$ cat src/hdl/nsct_pkg.sv
// Package for the nested script count tracker.
// Holds the word types, command codes and controller types; every module imports it.
// No dependencies.
`timescale 1ns / 1ps
`default_nettype none

package nsct_pkg;

    // Operation codes carried in a request word.
    localparam logic [7:0] OP_COMPLEX = 8'h01;
    localparam logic [7:0] OP_SIMPLE  = 8'h02;
    localparam logic [7:0] OP_FINISH  = 8'h03;

    // Script type codes.
    localparam logic [7:0] TYPE_PUBKEY    = 8'd0;
    localparam logic [7:0] TYPE_ALL       = 8'd1;
    localparam logic [7:0] TYPE_ANY       = 8'd2;
    localparam logic [7:0] TYPE_NOFK      = 8'd3;
    localparam logic [7:0] TYPE_BEFORE    = 8'd4;
    localparam logic [7:0] TYPE_HEREAFTER = 8'd5;

    // Pubkey reference kinds.
    localparam logic [7:0] KEYREF_PATH = 8'd1;
    localparam logic [7:0] KEYREF_HASH = 8'd2;

    // Finish formats.
    localparam logic [7:0] FMT_BECH32    = 8'd1;
    localparam logic [7:0] FMT_POLICY_ID = 8'd2;

    // Result status codes.
    localparam logic [1:0] ST_OK      = 2'd0;
    localparam logic [1:0] ST_STATE   = 2'd1;
    localparam logic [1:0] ST_DATA    = 2'd2;
    localparam logic [1:0] ST_REQUEST = 2'd3;

    // Hash builder actions.
    localparam logic [2:0] HC_NONE      = 3'd0;
    localparam logic [2:0] HC_ALL       = 3'd1;
    localparam logic [2:0] HC_ANY       = 3'd2;
    localparam logic [2:0] HC_NOFK      = 3'd3;
    localparam logic [2:0] HC_PUBKEY    = 3'd4;
    localparam logic [2:0] HC_BEFORE    = 3'd5;
    localparam logic [2:0] HC_HEREAFTER = 3'd6;
    localparam logic [2:0] HC_FINALIZE  = 3'd7;

    // Request word.
    typedef struct packed {
        logic [7:0]  operation;
        logic        new_call;
        logic [7:0]  script_type;
        logic [7:0]  key_reference;
        logic [31:0] nested_count;
        logic [31:0] required_count;
        logic [7:0]  finish_format;
    } req_t;

    // Response word.
    typedef struct packed {
        logic [1:0]  status;
        logic [2:0]  hash_command;
        logic [2:0]  depth;
        logic [31:0] remaining_here;
    } rsp_t;

    // Controller states.
    typedef enum logic [2:0] {
        S_IDLE,
        S_EXEC,
        S_POP_CHECK,
        S_POP_LOAD,
        S_DONE
    } ctl_state_t;

    // Commands from the controller to the datapath.
    typedef struct packed {
        logic load_in;
        logic exec;
        logic pop_rd;
        logic pop_ld;
        logic load_out;
    } ctl_cmd_t;

    // Status from the datapath to the controller.
    typedef struct packed {
        logic pop_needed;
        logic out_free;
    } dp_stat_t;

endpackage

`default_nettype wire

$ cat src/hdl/nsct_datapath.sv
// Datapath of the nested script count tracker: request register, level and
// top-of-stack registers, the stack memory of parent counts and the response register.
// Depends on nsct_pkg.
`timescale 1ns / 1ps
`default_nettype none

module nsct_datapath #(
    parameter int MAX_DEPTH = 8
) (
    input  wire logic                clk,
    input  wire logic                rst_n,
    input  wire nsct_pkg::req_t      req,
    input  wire nsct_pkg::ctl_cmd_t  cmd,
    output nsct_pkg::dp_stat_t       stat,
    output logic                     rsp_valid,
    input  wire logic                rsp_ready,
    output nsct_pkg::rsp_t           rsp
);

    import nsct_pkg::*;

    localparam int LVL_W = (MAX_DEPTH > 2) ? $clog2(MAX_DEPTH) : 1;
    localparam logic [LVL_W-1:0] LEVEL_LAST = LVL_W'(MAX_DEPTH - 1);

    req_t              req_reg;
    logic [LVL_W-1:0]  level_reg, level_next;
    logic [31:0]       top_reg, top_next;
    logic [1:0]        status_reg;
    logic [2:0]        hcmd_reg;
    logic [31:0]       rd_data_reg;
    logic [31:0]       stack_reg [MAX_DEPTH];
    rsp_t              rsp_reg;
    logic              rsp_valid_reg, rsp_valid_next;
    logic [1:0]        status_c;
    logic [2:0]        hcmd_c;
    logic              push_c;

    // Capture the request word on acceptance.
    always_ff @(posedge clk)
    begin
        if (cmd.load_in)
        begin
            req_reg <= req;
        end
    end

    // Check the held command against the current level and top count.
    always_comb
    begin
        status_c = ST_OK;
        hcmd_c   = HC_NONE;
        case (req_reg.operation)
            OP_COMPLEX:
            begin
                if (top_reg == 32'd0)
                    status_c = ST_STATE;
                else if (level_reg == LEVEL_LAST)
                    status_c = ST_DATA;
                else if (req_reg.script_type == TYPE_ALL)
                    hcmd_c = HC_ALL;
                else if (req_reg.script_type == TYPE_ANY)
                    hcmd_c = HC_ANY;
                else if (req_reg.script_type == TYPE_NOFK)
                begin
                    if (req_reg.required_count <= req_reg.nested_count)
                        hcmd_c = HC_NOFK;
                    else
                        status_c = ST_DATA;
                end
                else
                    status_c = ST_DATA;
            end
            OP_SIMPLE:
            begin
                if (top_reg == 32'd0)
                    status_c = ST_STATE;
                else if (req_reg.script_type == TYPE_PUBKEY)
                begin
                    if (req_reg.key_reference == KEYREF_PATH ||
                        req_reg.key_reference == KEYREF_HASH)
                        hcmd_c = HC_PUBKEY;
                    else
                        status_c = ST_DATA;
                end
                else if (req_reg.script_type == TYPE_BEFORE)
                    hcmd_c = HC_BEFORE;
                else if (req_reg.script_type == TYPE_HEREAFTER)
                    hcmd_c = HC_HEREAFTER;
                else
                    status_c = ST_DATA;
            end
            OP_FINISH:
            begin
                if (level_reg != '0 || top_reg != 32'd0)
                    status_c = ST_STATE;
                else if (req_reg.finish_format == FMT_BECH32 ||
                         req_reg.finish_format == FMT_POLICY_ID)
                    hcmd_c = HC_FINALIZE;
                else
                    status_c = ST_DATA;
            end
            default:
            begin
                status_c = ST_REQUEST;
            end
        endcase
    end

    assign push_c = cmd.exec && (status_c == ST_OK) && (req_reg.operation == OP_COMPLEX);

    // Next level and top count: new call, push, use of one child, or a pop.
    always_comb
    begin
        level_next = level_reg;
        top_next   = top_reg;
        if (cmd.load_in && req.new_call)
        begin
            level_next = '0;
            top_next   = 32'd1;
        end
        else if (cmd.exec && status_c == ST_OK)
        begin
            if (req_reg.operation == OP_COMPLEX)
            begin
                level_next = level_reg + LVL_W'(1);
                top_next   = req_reg.nested_count;
            end
            else if (req_reg.operation == OP_SIMPLE)
            begin
                top_next = top_reg - 32'd1;
            end
        end
        else if (cmd.pop_ld)
        begin
            level_next = level_reg - LVL_W'(1);
            top_next   = rd_data_reg - {31'd0, (rd_data_reg != 32'd0)};
        end
    end

    // Level and top count registers.
    always_ff @(posedge clk or negedge rst_n)
    begin
        if (!rst_n)
        begin
            level_reg <= '0;
            top_reg   <= 32'd1;
        end
        else
        begin
            level_reg <= level_next;
            top_reg   <= top_next;
        end
    end

    // Result of the check, held until the response word is built.
    always_ff @(posedge clk)
    begin
        if (cmd.exec)
        begin
            status_reg <= status_c;
            hcmd_reg   <= hcmd_c;
        end
    end

    // Stack of parent counts: the top is saved on a push and read back on a pop.
    always_ff @(posedge clk)
    begin
        if (push_c)
        begin
            stack_reg[level_reg] <= top_reg;
        end
        if (cmd.pop_rd)
        begin
            rd_data_reg <= stack_reg[level_reg - LVL_W'(1)];
        end
    end

    // Response register with its valid flag.
    always_comb
    begin
        if (cmd.load_out)
            rsp_valid_next = 1'b1;
        else if (rsp_ready)
            rsp_valid_next = 1'b0;
        else
            rsp_valid_next = rsp_valid_reg;
    end

    always_ff @(posedge clk or negedge rst_n)
    begin
        if (!rst_n)
        begin
            rsp_valid_reg <= 1'b0;
        end
        else
        begin
            rsp_valid_reg <= rsp_valid_next;
        end
    end

    always_ff @(posedge clk)
    begin
        if (cmd.load_out)
        begin
            rsp_reg.status         <= status_reg;
            rsp_reg.hash_command   <= hcmd_reg;
            rsp_reg.depth          <= 3'(level_reg);
            rsp_reg.remaining_here <= top_reg;
        end
    end

    // Status to the controller.
    assign stat.pop_needed = (level_reg != '0) && (top_reg == 32'd0);
    assign stat.out_free   = !rsp_valid_reg || rsp_ready;

    assign rsp_valid = rsp_valid_reg;
    assign rsp       = rsp_reg;

endmodule

`default_nettype wire

$ cat src/hdl/nsct_controller.sv
// Controller of the nested script count tracker: sequences acceptance, the check,
// the cascade of level pops and the hand-over of the response word.
// Depends on nsct_pkg.
`timescale 1ns / 1ps
`default_nettype none

module nsct_controller (
    input  wire logic                clk,
    input  wire logic                rst_n,
    input  wire logic                req_valid,
    output logic                     req_ready,
    input  wire nsct_pkg::dp_stat_t  stat,
    output nsct_pkg::ctl_cmd_t       cmd
);

    import nsct_pkg::*;

    ctl_state_t state_reg, state_next;

    // Next state.
    always_comb
    begin
        state_next = state_reg;
        case (state_reg)
            S_IDLE:
            begin
                if (req_valid)
                    state_next = S_EXEC;
            end
            S_EXEC:
            begin
                state_next = S_POP_CHECK;
            end
            S_POP_CHECK:
            begin
                if (stat.pop_needed)
                    state_next = S_POP_LOAD;
                else
                    state_next = S_DONE;
            end
            S_POP_LOAD:
            begin
                state_next = S_POP_CHECK;
            end
            S_DONE:
            begin
                if (stat.out_free)
                    state_next = S_IDLE;
            end
            default:
            begin
                state_next = S_IDLE;
            end
        endcase
    end

    // Commands to the datapath.
    always_comb
    begin
        cmd       = '0;
        req_ready = 1'b0;
        case (state_reg)
            S_IDLE:
            begin
                req_ready   = 1'b1;
                cmd.load_in = req_valid;
            end
            S_EXEC:
            begin
                cmd.exec = 1'b1;
            end
            S_POP_CHECK:
            begin
                cmd.pop_rd = stat.pop_needed;
            end
            S_POP_LOAD:
            begin
                cmd.pop_ld = 1'b1;
            end
            S_DONE:
            begin
                cmd.load_out = stat.out_free;
            end
            default:
            begin
                cmd = '0;
            end
        endcase
    end

    // State register.
    always_ff @(posedge clk or negedge rst_n)
    begin
        if (!rst_n)
        begin
            state_reg <= S_IDLE;
        end
        else
        begin
            state_reg <= state_next;
        end
    end

endmodule

`default_nettype wire

$ cat src/hdl/nested_script_count_tracker_core.sv
// Top level of the nested script count tracker: joins the controller and the datapath.
// Depends on nsct_pkg, nsct_controller and nsct_datapath.
//
//   Channel   Handshake               Word
//   request   req_valid / req_ready   req (nsct_pkg::req_t)
//   response  rsp_valid / rsp_ready   rsp (nsct_pkg::rsp_t)
//
// One word is handled at a time: after acceptance the controller passes S_EXEC and
// S_POP_CHECK, then S_POP_LOAD and S_POP_CHECK once per finished level popped (0 to
// MAX_DEPTH - 1), then S_DONE before the next acceptance. A pop needs S_POP_LOAD as
// the parent count comes from the stack memory through its registered read port.
// The response register frees the request side: a new word is accepted while the
// last response waits, and a further response only stalls the controller in S_DONE.
// After reset the depth is 0 and the root level expects one script.
`timescale 1ns / 1ps
`default_nettype none

module nested_script_count_tracker_core #(
    parameter int MAX_DEPTH = 8
) (
    input  wire logic            clk,
    input  wire logic            rst_n,
    input  wire logic            req_valid,
    output logic                 req_ready,
    input  wire nsct_pkg::req_t  req,
    output logic                 rsp_valid,
    input  wire logic            rsp_ready,
    output nsct_pkg::rsp_t       rsp
);

    import nsct_pkg::*;

    ctl_cmd_t ctl_cmd;
    dp_stat_t dp_stat;

    // Command sequencing.
    nsct_controller u_controller (
        .clk       (clk),
        .rst_n     (rst_n),
        .req_valid (req_valid),
        .req_ready (req_ready),
        .stat      (dp_stat),
        .cmd       (ctl_cmd)
    );

    // Checks, stack and response register.
    nsct_datapath #(
        .MAX_DEPTH (MAX_DEPTH)
    ) u_datapath (
        .clk       (clk),
        .rst_n     (rst_n),
        .req       (req),
        .cmd       (ctl_cmd),
        .stat      (dp_stat),
        .rsp_valid (rsp_valid),
        .rsp_ready (rsp_ready),
        .rsp       (rsp)
    );

endmodule

`default_nettype wire
$ cat config.mk
export PLATFORM = sky130hd
export DESIGN_NAME = nested_script_count_tracker_core
export DESIGN_NICKNAME = d
export VERILOG_FILES = /design/src/hdl/nsct_pkg.sv /design/src/hdl/nsct_datapath.sv /design/src/hdl/nsct_controller.sv /design/src/hdl/nested_script_count_tracker_core.sv
export SDC_FILE = /design/constraint.sdc
export NUM_CORES = 1
export LEC_CHECK = 0
export ABC_AREA = 1
export BUFFER_PORTS_ARGS = -buffer_cell sky130_fd_sc_hd__buf_2
export CAP_MARGIN = 20
export CORE_MARGIN = 1.5
export CORE_UTILIZATION = 40
export CTS_CLUSTER_DIAMETER = 80
export DETAILED_ROUTE_END_ITERATION = 10
export HOLD_SLACK_MARGIN = 0.05
export PLACE_DENSITY = 0.57
export SYNTH_ARGS = -nofsm -noshare
export SYNTH_HDL_FRONTEND = slang
export SYNTH_SLANG_ARGS = --single-unit
$ cat constraint.sdc
create_clock -name clk -period 9.4 [get_ports clk]
set_clock_uncertainty 0.15 [all_clocks]
set_input_delay 0.47 -clock clk [delete_from_list [all_inputs] [get_ports clk]]
set_output_delay 0.47 -clock clk [all_outputs]
set_load 0.01 [all_outputs]
==> summary.txt <==
Pleak - 9.23 nW
Detail Route Antenna Nets - 0
Yosys top cell area share - 63.7%
routed wire length per instance - 19.4 µm
Peak VDD IR - 262 µV
FMAX - 173 MHz
final instance area - 24400 µm²
Hold WS - 0.267 ns
max_cap viols - 0
Fin. Hold Viols - 0
sw frac - 35.4%
CP Max Fanout - 65
leading cell type in the layout, fill and taps excluded - edfxtp_1
Worst R2R Start - u_datapath.level_reg[0]
drt first-iter violations - 1417
sequential share of power - 44.1%
NumNets Final - 2165
Cell Area, Synth - 20200 µm²
Slew @ Worst Pin - 0.876 ns
share of layout cells above drive strength 1 - 13.5%
status - finished, final reports clean
post-synthesis net count - 1922
WHS Endpoint - u_datapath.rsp[36]
DP HPWL - 32400 µm
CTS tree - built
critical path cell sequence - clkinv_2 -> ha_4 -> nand2_1 -> nor2_1 -> nand2_1 -> nor2_1 -> nor2_2 -> buf_4 -> nand3_4 -> inv_2 -> nand3_1 -> nor2_4 -> buf_4
DIE WIDTH - 228 µm
Yosys reg bits - 468
crit end category - flip-flop
core area - 50100 µm²
vias per inst - 5.16
antenna violations before repair - 1
CTS max path bufs - 3
pwr/cell area - 293 nW/µm²
Netlist cell types - 43
Total Wirelength - 53200 µm
max reg flops - 256
syn avg cell area - 11.4 µm²
crit path DAT - 5.89 ns
Post-Place Setup Slack - 3.52 ns
CTS Sinks - 468
hold crit path type - flip-flop to flip-flop
r2r setup slk - 3.62 ns
Placer Congestion - 0.918
Int Pwr - 0.00462 W
detailed-route via count - 14118
Worst-Skew Late Latency - 0.59 ns
CTS Buf Count - 49
Combinational Power Share - 28.1%
CP max stage cell - dfrtp_4
clock power share - 27.8%
main area contributors after synthesis - edfxtp_1 (64%), nor2_1 (6.1%), nand2_1 (4.9%)
total negative slack - 0 ns
crit path kind - flip-flop to flip-flop
post-synthesis sequential area ratio - 68.5%
Hold Crit Depth - 0
num rows - 82
hold_sp - u_datapath.hcmd_reg[1]
post-CTS sizing - 0
n_diodes - 0
critical path startpoint category - flip-flop
RSZ-0062 raised after global routing - false
Port Buffers - 142
first-pass GRT wire length - 80800 µm
R2R Path End - u_datapath.stack_reg[1][7]
largest net degree at the start of global routing - 75
R2R cell count - 13
max-slew violations - 0
Root Buffer - clkbuf_16
Fillers - 4513
switching pwr - 0.00253 W
Slew HR - 41.6%
post-route minimum period - 5.78 ns
area grow syn2layout - 20.5%
grt ovf - 0
critical path required time - 9.51 ns
Pwr Total - 0.00715 W
Gate Count Post-Synth - 1781
io pins - 143
fin crit share - 61.5%
total die area - 51900 µm²
CP peak stage delay - 0.88 ns
placed cell areas - 21700 µm²
Setup WS post-layout - 3.62 ns
drt drc - 0
Die H - 228 µm
commonest non-fill, non-tap cells in the layout - edfxtp_1 (429), nor2_1 (319), nand2_1 (266), o21ai_0 (171), buf_2 (142)
post-synth top area cell - edfxtp_1
clk slew on worst S/H paths - 0.06 ns
yosys warns - 0
Initial Util - 40.4%
Pre-antenna DRT Iters - 5
vias in the first global route - 13959
H-tree depth - 2
Setup violations, final - 0
All-Layer GR Usage - 20.3%
==> worst max-delay path by stage <==
stage / slack, ns / depth (start not counted) / endpoint / start
2_1_floorplan: 2.59 / 11 / u_datapath.top_reg[3] / u_controller.state_reg[1]
3_3_place_gp: 3.62 / 13 / u_datapath.stack_reg[1][6] / u_datapath.level_reg[0]
3_5_place_dp: 3.52 / 13 / u_datapath.stack_reg[1][6] / u_datapath.level_reg[0]
4_1_cts: 3.53 / 13 / u_datapath.stack_reg[1][1] / u_datapath.level_reg[0]
5_1_grt: 3.21 / 13 / u_datapath.stack_reg[1][10] / u_datapath.level_reg[0]
6_report: 3.62 / 13 / u_datapath.stack_reg[1][7] / u_datapath.level_reg[0]
==> per-layer routing <==
metal | GRT usage, % | part of all wire (%) | up-vias
met5 | 0 | 0 | -
met4 | 5.90 | 2.3 | 0
met3 | 4.60 | 7.2 | 88
met2 | 32.9 | 47 | 488
met1 | 27.4 | 44 | 6806
li1 | - | - | 6736
==> area by class of cell <==
type                            count  area, µm²  share of cell area, %
Tap cell                          672        841                   3.45
Clock buffer                       70       1450                   5.94
Sequential cell                   468      13900                   56.8
Timing Repair Buffer              264       1870                   7.69
Clock inverter                     22        223                  0.913
Inverter                          126        474                   1.94
Multi-Input combinational cell   1115       5660                   23.2
==> timing repair <==
| action | 4_1_cts | 5_1_grt |
|---|---|---|
| hold buffers | 99 | 0 |
| setup buffers | 0 | 0 |
| endpoints found under the hold margin | 136 | 0 |
| endpoints found under the setup margin | 0 | 0 |
==> cells in the mapped netlist, drive strengths merged <==
library cell,count
a21o,2
buf,18
dfrtp,38
edfxtp,429
xor2,34
clkinv,2
a31oi,32
o21ai,173
nor2,332
nand2,268
nand3,68
nor3,17
dfstp,1
clkbuf,54
or2,7
nand3b,1
a211oi,1
o311ai,2
a21oi,33
or4,2
xnor2,15
nand4,40
o21a,1
nor3b,1
inv,124
ha,40
o22ai,35
nor4,11
==> critical path: cells and delay by family, from the launching register on <==
kind / cells / cell delay [ns]
buf+inv: 4 / 2.02
simple gates: 8 / 1.89
fa+ha+maj: 1 / 0.45
flops: 1 / 0.88
==> power by group through the flow <==
stage                     Sequential, W  Clock, W  Combinational, W
after detailed placement        0.00319         0           0.00199
after global routing            0.00319   0.00210           0.00228
after floorplan                 0.00303         0           0.00143
final                           0.00315   0.00199           0.00201
after CTS                       0.00315   0.00202           0.00202
after global placement          0.00318         0           0.00196
==> logic make-up after synthesis <==
kind of cell / after synthesis / share of synthesized area (%)
and+or+nand+nor: 747 / 15.5
DFF: 468 / 68.5
AOI/OAI and AO/OA: 279 / 7.42
buffers and inverters: 198 / 3.96
xor gates and xnor gates: 49 / 2.12
adders and majority gates: 40 / 2.47
==> per-stage QoR <==
stage / std cells / util [%]
after CTS: 2737 / 48.7
after detailed placement: 2546 / 43.4
after global placement: 2546 / 43.4
after global routing: 2737 / 48.7
after floorplan: 1781 / -
final: 2737 / 48.7
Power figures use the tool's default switching activity.
